**src/design/mmde_pkg.sv**
```systemverilog
// package for the matrix multiply dot engine
// holds field widths, request codes and the pipeline tag type; no dependencies

package mmde_pkg;

   // field widths of the request and response channels
   localparam int REQ_W      = 2;
   localparam int COORD_W    = 4;
   localparam int VALUE_W    = 16;
   localparam int PRODUCT_W  = 36;
   localparam int SIZE_W     = 5;
   localparam int ELEM_PROD_W = 2 * VALUE_W;

   // matrix size after reset
   localparam logic [SIZE_W-1:0] SIZE_RESET = 5'd16;

   // request codes
   localparam logic [REQ_W-1:0] REQ_WRITE_A = 2'd0;
   localparam logic [REQ_W-1:0] REQ_WRITE_B = 2'd1;
   localparam logic [REQ_W-1:0] REQ_READ    = 2'd2;

   // control tag that travels with each multiply-accumulate step
   typedef struct packed {
      logic vld;
      logic first;
      logic last;
   } mmde_tag_type;

endpackage

```
**src/design/mmde_mac.sv**
```systemverilog
// multiply-accumulate unit: registered 16x16 product, then 36-bit accumulator
// depends on mmde_pkg for widths and the step tag

module mmde_mac
   import mmde_pkg::*;
(
   input  logic                        clock,
   input  logic                        reset,
   input  mmde_tag_type                tag,
   input  logic signed [VALUE_W-1:0]   a_val,
   input  logic signed [VALUE_W-1:0]   b_val,
   output logic                        done,
   output logic signed [PRODUCT_W-1:0] acc
);

   logic signed [ELEM_PROD_W-1:0] prod_ff;
   logic signed [ELEM_PROD_W-1:0] prod_in;
   mmde_tag_type                  ptag_ff;
   logic signed [PRODUCT_W-1:0]   acc_ff;
   logic signed [PRODUCT_W-1:0]   acc_in;
   logic signed [PRODUCT_W-1:0]   prod_ext;
   logic                          done_ff;

   // multiply stage
   assign prod_in = a_val * b_val;

   always_ff @(posedge clock) begin
      if (tag.vld) begin
         prod_ff <= prod_in;
      end
   end

   always_ff @(posedge clock) begin
      if (reset) begin
         ptag_ff <= '0;
      end else begin
         ptag_ff <= tag;
      end
   end

   // accumulate stage, restarts on the first step of a dot product
   assign prod_ext = {{(PRODUCT_W - ELEM_PROD_W){prod_ff[ELEM_PROD_W-1]}}, prod_ff};
   assign acc_in   = (ptag_ff.first ? '0 : acc_ff) + prod_ext;

   always_ff @(posedge clock) begin
      if (ptag_ff.vld) begin
         acc_ff <= acc_in;
      end
   end

   always_ff @(posedge clock) begin
      if (reset) begin
         done_ff <= 1'b0;
      end else begin
         done_ff <= ptag_ff.vld & ptag_ff.last;
      end
   end

   assign done = done_ff;
   assign acc  = acc_ff;

endmodule

```
**config.mk**
```make
export PLATFORM = sky130hd
export DESIGN_NAME = mmde_mac
export DESIGN_NICKNAME = d
export VERILOG_FILES = /design/src/design/mmde_pkg.sv /design/src/design/mmde_mac.sv
export SDC_FILE = /design/constraint.sdc
export NUM_CORES = 1
export LEC_CHECK = 0
export ABC_AREA = 1
export BUFFER_PORTS_ARGS = -buffer_cell sky130_fd_sc_hd__buf_2
export CORE_AREA = 2 2 198 200
export DETAILED_ROUTE_END_ITERATION = 10
export DIE_AREA = 0 0 200 202
export PLACE_DENSITY_LB_ADDON = 0.15
export SYNTH_ARGS = -nofsm -noshare
export SYNTH_HDL_FRONTEND = slang
export SYNTH_SLANG_ARGS = --single-unit
export TNS_END_PERCENT = 100
```
**constraint.sdc**
```tcl
create_clock -name clock -period 10 [get_ports clock]
set_input_delay 1.5 -clock clock [delete_from_list [all_inputs] [get_ports clock]]
set_output_delay 1.5 -clock clock [all_outputs]
set_load 0.05 [all_outputs]
```
==> reports/qor.txt, run 1 <==
H-tree depth -> 3
number of CTS-inserted buffers -> 9
Gate Count Post-Synth -> 2158
critical path type -> input port to flip-flop
via/cell ratio -> 4.718
layout cells sized above 1 -> 6.441%
Top Layer Used -> met4
Tot GR Track Use -> 22.29%
Slew headroom -> 45.94%
cell row count -> 72
fin util -> 44.62%
hpwl dp -> 35770 µm
# clock sinks -> 72
R2R depth -> 15
fin crit share -> 69.15%
area of the multi-input gates -> 11250 µm²
met3 WL -> 1874 µm
clock transition at the registers of the reported paths -> 0.06 ns
Post-CTS Setup Bufs -> 0
Final Hold Fails -> 0
hold crit path type -> flip-flop to flip-flop
# diodes -> 0
share of synthesized area occupied by flip-flops and latches -> 13.30%
Critical Path Start Type -> input port
Worst setup EP type -> flip-flop
CTS tree -> yes
Worst EP required -> 10.09 ns
Main synth FF type -> edfxtp_1
Avg Cell Area, Syn -> 7.395 µm²
CTS Hold Bufs -> 0
met1 WL -> 19070 µm
cell accounting for the most synthesized area -> fa_1
first-pass GRT wire length -> 70570 µm
met2 wire length -> 20220 µm
Placeable Area -> 38290 µm²
drt first pass iters -> 5
Initial Utilization -> 41.68%
DR WL/cell -> 15.44 µm
Reg area -> 2122 µm²
Die Ht -> 202 µm
Starting DRT DRC Count -> 697
Final TNS setup -> 0 ns
initial antenna violation count -> 0
full die area -> 40400 µm²
status -> finished clean
Synth Net Count -> 2575
via count -> 12770
cell types occupying the most area after synthesis -> fa_1 33%, inv_1 15%, nand2_1 14%
# DRC -> 0
Critical Path AT -> 7.01 ns
number of fill cells in the layout -> 4028
hold depth -> 2
CP Max Fanout -> 16
Max Buffers Root-to-Sink -> 2
Root Driver -> clkbuf_16
port bufs -> 73
largest net degree at the start of global routing -> 37
Final Setup Violations -> 0
unrepaired setup endpoints after global routing -> false
Overflow after GRT -> 0
Max Freq -> 0.1446 GHz
routability cong. -> 0.9024
nets -> 2601
post-synth cell types -> 35
max-cap violation count -> 0
vias in the first global route -> 13840
Async S/R FF share, synth -> 0%
min cycle time layout -> 6.915 ns
number of synthesis warnings -> 0
I/O pin cnt -> 74
PostCTS Resize Cnt -> 0
Max Transition Viols Final -> 0
worst-skew pair later-pin latency -> 0.35 ns
flops & latches, synth -> 72
clock skew -> 0.01479 ns
Area growth syn-to-layout -> 7.048%
Worst Tran Pin Value -> 0.8109 ns
Post-synth EDFFs -> 68
post-synth top area share -> 32.99%
Die X -> 200 µm
synthesized cell area -> 15960 µm²
total routed wirelength -> 41790 µm
Final ANT Viol Nets -> 0
## final timing paths
path / from / to / slack (ns)
setup reg to reg: ptag_ff[1] / acc[18] / 7.15
hold reg to reg: ptag_ff[0] / done / 0.42
hold / removal: ptag_ff[0] / done / 0.42
setup / recovery: b_val[4] / prod_ff[30] / 3.08
## synth_stat cells, types with 5 or more instances
cell type	count
inv_1	624
nand2_1	600
fa_1	263
nor2_1	130
ha_1	117
edfxtp_1	68
nand3_1	67
clkbuf_1	59
a21oi_1	53
xor2_1	34
o21ai_0	22
nand4_1	18
nor3_1	17
nand2_2	15
o21bai_1	10
nor2_2	8
or2_2	7
xnor2_1	6
a21oi_2	5
inv_2	5
## logic make-up after synthesis
kind of cell	share of synthesized area, %
AOI/OAI and AO/OA	3.497
xor gates and xnor gates	2.195
adders and majority gates	42.16
buffers and inverters	16.21
DFF	13.30
and+or+nand+nor	22.64
## through the flow
step / instance area, µm² / setup WS (ns) / cells / hold slack, ns
floorplan: 15960 / 3.215 / 2158 / 0.3952
global placement: 16760 / 2.710 / 2691 / 0.3988
detailed placement: 16760 / 2.674 / 2691 / 0.4111
CTS: 17080 / 3.044 / 2707 / 0.4201
global route: 17080 / 2.705 / 2707 / 0.4432
finish: 17080 / 3.085 / 2707 / 0.4173
## per-layer routing
metal,up-vias,global-route usage (%)
li1,6299,-
met1,6173,29.84
met2,258,38.69
met3,41,2.620
met4,0,4.762
met5,-,0
## final cells by class
class                      instances  share of cell area (%)
multi-input combinational       1397                   65.86
inverter                         629                   13.82
sequential                        72                   12.42
tap                              518                   3.794
timing repair buffer              75                   2.226
clock buffer                      10                   1.340
clock inverter                     6                  0.5420
## worst max-delay path, cell delays in order
cell and delay, ns:
buf_2 0.37, nand2_1 0.18, fa_1 0.62, inv_1 0.07
fa_1 0.80, fa_1 0.53, fa_1 0.51, fa_1 0.50
inv_1 0.05, fa_1 0.47, inv_1 0.04, ha_1 0.36
nand2_1 0.16, nor2_1 0.16, nand2_1 0.14, nor3_1 0.16
nand2_1 0.18, nand3_1 0.13, nand2_1 0.08
## cells in the final DEF, fill, tap and decap left out, types with 3 or more instances in the layout
master     netlist  layout
nor2_4           3       3
clkbuf_16        0       9
fa_1           263     263
a21oi_2          5       5
edfxtp_1        68      68
inv_1          624     624
nand3_1         67      67
nor3_2           3       3
o21bai_1        10      10
nor2_2           8       8
nand4_1         18      18
xor2_1          34      34
or2_2            7       7
dfxtp_1          4       4
buf_2            0      73
nand2_1        600     600
nand3_2          4       4
o21ai_0         22      22
xnor2_1          6       6
a21oi_1         53      53
nor3_1          17      17
nand2_2         15      15
nand3b_1         4       4
ha_1           117     117
nor2_1         130     130
inv_2            5       5
## state kept, by name (all words and copies together) (netlist names)
register and cells:
prod_ff 32, acc 36, done 1, ptag_ff 3
Power of run 1 is left out: the tool's default activity adds up to more than one toggle a clock period on the data nets, which glitch-free logic cannot reach.
==> run 2, diff against run 1 <==
clock period = 6 ns   (was 10 ns; I/O delays follow)
==> run 2 against run 1 <==
Net effect: non-clock buffer count is 165 higher; sequential share of layout area shrank 0.98 points; wire length is 0.70% higher; critical endpoint is now prod_ff[29]; largest cell class unchanged.
==> reports/qor.txt, run 2 (synthesized netlist as in run 1, its figures left out) <==
nets -> 2766 (was 2601)
Overflow after GRT -> 0 (unchanged)
largest net degree at the start of global routing -> 37 (unchanged)
Area growth syn-to-layout -> 16.24% (was 7.048%)
Die Ht -> 202 µm (unchanged)
max FFs per register -> 36 (unchanged)
# clock sinks -> 72 (unchanged)
fin util -> 48.45% (was 44.62%)
# diodes -> 0 (unchanged)
most common cell after layout, fill and taps aside -> inv_1 (unchanged)
port bufs -> 73 (unchanged)
CP Max Fanout -> 8 (was 16)
Critical Path AT -> 5.88 ns (was 7.01 ns)
Max Buffers Root-to-Sink -> 2 (unchanged)
max-cap violation count -> 0 (unchanged)
CTS tree -> yes (unchanged)
worst-skew pair later-pin latency -> 0.35 ns (about the same)
commonest non-fill, non-tap cells in the layout -> 621 x inv_1, 597 x nand2_1, 260 x fa_1, 163 x buf_4, 124 x nor2_1 (was 624 x inv_1, 600 x nand2_1, 263 x fa_1, 130 x nor2_1, 117 x ha_1)
status -> finished clean (unchanged)
Placeable Area -> 38290 µm² (unchanged)
Reg area -> 2122 µm² (unchanged)
initial antenna violation count -> 0 (unchanged)
min cycle time layout -> 5.784 ns
Final Setup Violations -> 0 (unchanged)
via/cell ratio -> 4.638 (was 4.718)
critical path type -> input port to flip-flop (unchanged)
hold crit path type -> flip-flop to flip-flop (unchanged)
fin crit share -> 96.39%
hpwl dp -> 37780 µm (was 35770 µm)
Worst EP required -> 6.10 ns (was 10.09 ns)
Starting DRT DRC Count -> 570 (was 697)
cell row count -> 72 (unchanged)
Max Transition Viols Final -> 0 (unchanged)
Final ANT Viol Nets -> 0 (unchanged)
area of the multi-input gates -> 11410 µm² (was 11250 µm²)
Max Freq -> 0.1729 GHz
vias in the first global route -> 14530 (was 13840)
DR WL/cell -> 14.65 µm (was 15.44 µm)
Worst Tran Pin Value -> 0.8141 ns (was 0.8109 ns)
number of CTS-inserted buffers -> 9 (unchanged)
H-tree depth -> 3 (unchanged)
clock skew -> 0.01075 ns (was 0.01479 ns)
drt first pass iters -> 5 (unchanged)
first-pass GRT wire length -> 72360 µm (was 70570 µm)
Initial Utilization -> 41.68% (unchanged)
Final Hold Fails -> 0 (unchanged)
I/O pin cnt -> 74 (unchanged)
via count -> 13320 (was 12770)
routability cong. -> 0.9118 (was 0.9024)
number of fill cells in the layout -> 3940 (was 4028)
full die area -> 40400 µm² (unchanged)
Tot GR Track Use -> 22.66% (was 22.29%)
clock transition at the registers of the reported paths -> 0.06 ns (about the same)
Die X -> 200 µm (unchanged)
layout cells sized above 1 -> 14.40% (was 6.441%)
Worst setup EP type -> flip-flop (unchanged)
Root Driver -> clkbuf_16 (unchanged)
Critical Path Start Type -> input port (unchanged)
# DRC -> 0 (unchanged)
Slew headroom -> 45.73% (was 45.94%)
unrepaired setup endpoints after global routing -> true (was false)
total routed wirelength -> 42080 µm (was 41790 µm)
[run 2: cell types whose count changed in the layout (fill, tap and decap cells not counted), sizes merged]
| cell | change |
|---|---|
| clkbuf | +3 |
| buf | +161 |
| inv | +1 |
[run 2: metal layers]
| layer | routed length [µm] | GRT usage (%) | vias to the layer above |
|---|---|---|---|
| li1 | - | - | 6633 |
| met1 | 19170 | 29.61 | 6382 |
| met2 | 20720 | 40.44 | 242 |
| met3 | 1119 | 1.669 | 64 |
| met4 | 1072 | 5.873 | 0 |
| met5 | 0 | 0 | - |
[run 2: area by class of cell]
class,count,area share [%]
tap,518,3.494
clock inverter,7,0.5598
timing repair buffer,240,9.051
clock buffer,9,1.214
inverter,629,12.73
multi-input combinational,1397,61.52
sequential,72,11.44
[run 2: final timing paths]
check | slack (ns) | start | cells past startpoint | endpoint
setup reg to reg | 3.13 | ptag_ff[1] | 11 | acc[31]
hold reg to reg | 0.42 | ptag_ff[0] | 2 | done
hold / removal | 0.42 | ptag_ff[0] | 2 | done
setup / recovery | 0.22 | a_val[15] | 25 | prod_ff[29]
[run 2: per-stage QoR]
stage	instance area (µm²)	TNS (ns)	instances	hold WS (ns)	setup slack, ns
after floorplan	15970	0	2158	0.3952	0.04061
after global placement	18050	-2.950	2856	0.4010	-0.5247
after detailed placement	18050	-3.415	2856	0.4093	-0.4791
after CTS	18400	0	2872	0.4240	0.01614
after global routing	18550	-0.1191	2872	0.4556	-0.06765
final	18550	0	2872	0.4198	0.2164
[run 2: what timing repair did]
| action | 4_1_cts | 5_1_grt |
|---|---|---|
| setup buffers | 0 | 0 |
| resized for setup | 3 | 41 |
| hold buffers | 0 | 0 |
| hold endpoints to repair | 0 | 0 |
| pin swaps | 0 | 6 |
| setup endpoints to repair | 4 | 13 |
[run 2: worst max-delay path, stage by stage]
cell and delay [ns]:
clkbuf_4 0.16, buf_4 0.15, nand2_1 0.06, inv_1 0.06, buf_4 0.13, fa_1 0.49
inv_1 0.06, fa_1 0.53, inv_1 0.05, fa_1 0.50, inv_1 0.05, fa_1 0.49
fa_1 0.40, fa_1 0.51, inv_1 0.04, ha_1 0.32, a21oi_1 0.19, buf_4 0.13
o21ai_1 0.07, inv_1 0.06, nand2_1 0.11, a21oi_2 0.23, nand2_1 0.07, nand2_1 0.06
nand2_1 0.06
Power of run 2 is left out for the same reason.
==> run 3, diff against run 2 <==
REMOVE_ABC_BUFFERS = 1   (was unset)
clock period = 7.25 ns   (was 6 ns; I/O delays follow)
==> run 3 against run 2 <==
Net effect: register-to-register slack gained 1.3 ns; sequential share of layout area grew 0.98 points; final area shrank 7.8%; die area is the same; wire length grew 1.0%; critical path depth shrank 8; worst setup slack gained 0.57 ns; largest cell class unchanged.
==> reports/qor.txt, run 3 (synthesized netlist as in run 1, its figures left out) <==
Post-CTS Setup Bufs -> 0 (unchanged)
most common cell after layout, fill and taps aside -> inv_1 (unchanged)
hold crit path type -> flip-flop to flip-flop (unchanged)
layout cells sized above 1 -> 6.572% (was 14.40%)
Final Setup Violations -> 0 (unchanged)
Root Driver -> clkbuf_16 (unchanged)
Max Freq -> 0.1546 GHz
Slew headroom -> 39.73% (was 45.73%)
unrepaired setup endpoints after global routing -> false (was true)
Final Hold Fails -> 0 (unchanged)
via count -> 12740 (was 13320)
H-tree depth -> 3 (unchanged)
Max Transition Viols Final -> 0 (unchanged)
number of CTS-inserted buffers -> 9 (unchanged)
Worst setup EP type -> flip-flop (unchanged)
min cycle time layout -> 6.467 ns
initial antenna violation count -> 0 (unchanged)
Critical Path AT -> 6.56 ns (was 5.88 ns)
Worst EP required -> 7.35 ns (was 6.10 ns)
DR WL/cell -> 15.69 µm (was 14.65 µm)
met1 WL -> 18790 µm (was 19170 µm)
full die area -> 40400 µm² (unchanged)
clock skew -> 0.01245 ns (was 0.01075 ns)
Final TNS setup -> 0 ns (unchanged)
# DRC -> 0 (unchanged)
met3 WL -> 1298 µm (was 1119 µm)
met2 wire length -> 21500 µm (was 20720 µm)
fin util -> 44.67% (was 48.45%)
nets -> 2603 (was 2766)
status -> finished clean (unchanged)
CTS tree -> yes (unchanged)
PostCTS Resize Cnt -> 0 (was 3)
CP Max Fanout -> 16 (was 8)
clock transition at the registers of the reported paths -> 0.07 ns (was 0.06 ns)
CTS Hold Bufs -> 0 (unchanged)
I/O pin cnt -> 74 (unchanged)
max FFs per register -> 36 (unchanged)
Tot GR Track Use -> 22.42% (was 22.66%)
vias in the first global route -> 13620 (was 14530)
Max Buffers Root-to-Sink -> 2 (unchanged)
# clock sinks -> 72 (unchanged)
Critical Path Start Type -> input port (unchanged)
Initial Utilization -> 41.68% (unchanged)
Die X -> 200 µm (unchanged)
Placeable Area -> 38290 µm² (unchanged)
Starting DRT DRC Count -> 544 (was 570)
total routed wirelength -> 42510 µm (was 42080 µm)
port bufs -> 73 (unchanged)
Die Ht -> 202 µm (unchanged)
max-cap violation count -> 0 (unchanged)
largest net degree at the start of global routing -> 38 (was 37)
first-pass GRT wire length -> 70200 µm (was 72360 µm)
# diodes -> 0 (unchanged)
drt first pass iters -> 5 (unchanged)
Top Layer Used -> met4 (unchanged)
critical path type -> input port to flip-flop (unchanged)
Final ANT Viol Nets -> 0 (unchanged)
via/cell ratio -> 4.704 (was 4.638)
Overflow after GRT -> 0 (unchanged)
cell row count -> 72 (unchanged)
worst-skew pair later-pin latency -> 0.35 ns (about the same)
commonest non-fill, non-tap cells in the layout -> 624 x inv_1, 600 x nand2_1, 263 x fa_1, 130 x nor2_1, 117 x ha_1 (was 621 x inv_1, 597 x nand2_1, 260 x fa_1, 163 x buf_4, 124 x nor2_1)
Worst Tran Pin Value -> 0.9040 ns (was 0.8141 ns)
fin crit share -> 89.21%
Area growth syn-to-layout -> 7.158% (was 16.24%)
hpwl dp -> 36240 µm (was 37780 µm)
routability cong. -> 0.9159 (was 0.9118)
[run 3: cell types whose count changed in the layout (fill, tap and decap cells not counted), moves of 6 or more]
cell,change
nor2_1,+6
a21oi_2,-7
o21ai_1,-6
buf_4,-159
o21ai_0,+6
a21oi_1,+7
[run 3: final timing paths]
kind / start / end / slack [ns] / depth (start not counted)
worst max register to register: ptag_ff[1] / acc[32] / 4.40 / 15
worst min-delay path: ptag_ff[0] / done / 0.41 / 2
worst max-delay path: b_val[1] / prod_ff[24] / 0.78 / 17
worst min register to register: ptag_ff[0] / done / 0.41 / 2
[run 3: worst max-delay path, stage by stage]
cell	delay, ns
buf_2	0.31
nand2_1	0.15
inv_1	0.15
fa_1	0.55
fa_1	0.89
fa_1	0.54
fa_1	0.51
fa_1	0.49
inv_1	0.05
fa_1	0.47
inv_1	0.04
ha_1	0.36
nand2_1	0.15
nor3_1	0.39
nand3_1	0.22
nand4_1	0.14
nand2_1	0.07
[run 3: layout make-up]
cell class / instances / area [µm²]
fill: 3983 / 21190
multi-input combinational: 1397 / 11250
inverter: 629 / 2361
sequential: 72 / 2123
tap: 518 / 648.1
timing repair buffer: 77 / 395.4
clock buffer: 10 / 229.0
clock inverter: 6 / 93.84
[run 3: per-stage QoR]
step                      instances  worst slack, ns  area (µm²)  hold WS [ns]
after floorplan                2098            1.281       15730        0.3952
after global placement         2693           0.4147       16780        0.3992
after detailed placement       2693           0.4097       16780        0.4035
after CTS                      2709           0.7704       17100        0.4141
after global routing           2709           0.4740       17100        0.4260
final                          2709           0.7826       17100        0.4112
[run 3: metal layers]
| metal | global-route usage, % | up-vias |
|---|---|---|
| met4 | 5.503 | 0 |
| met5 | 0 | - |
| met3 | 2.102 | 61 |
| met1 | 28.56 | 6159 |
| li1 | - | 6297 |
| met2 | 40.64 | 226 |
Power of run 3 is left out for the same reason.
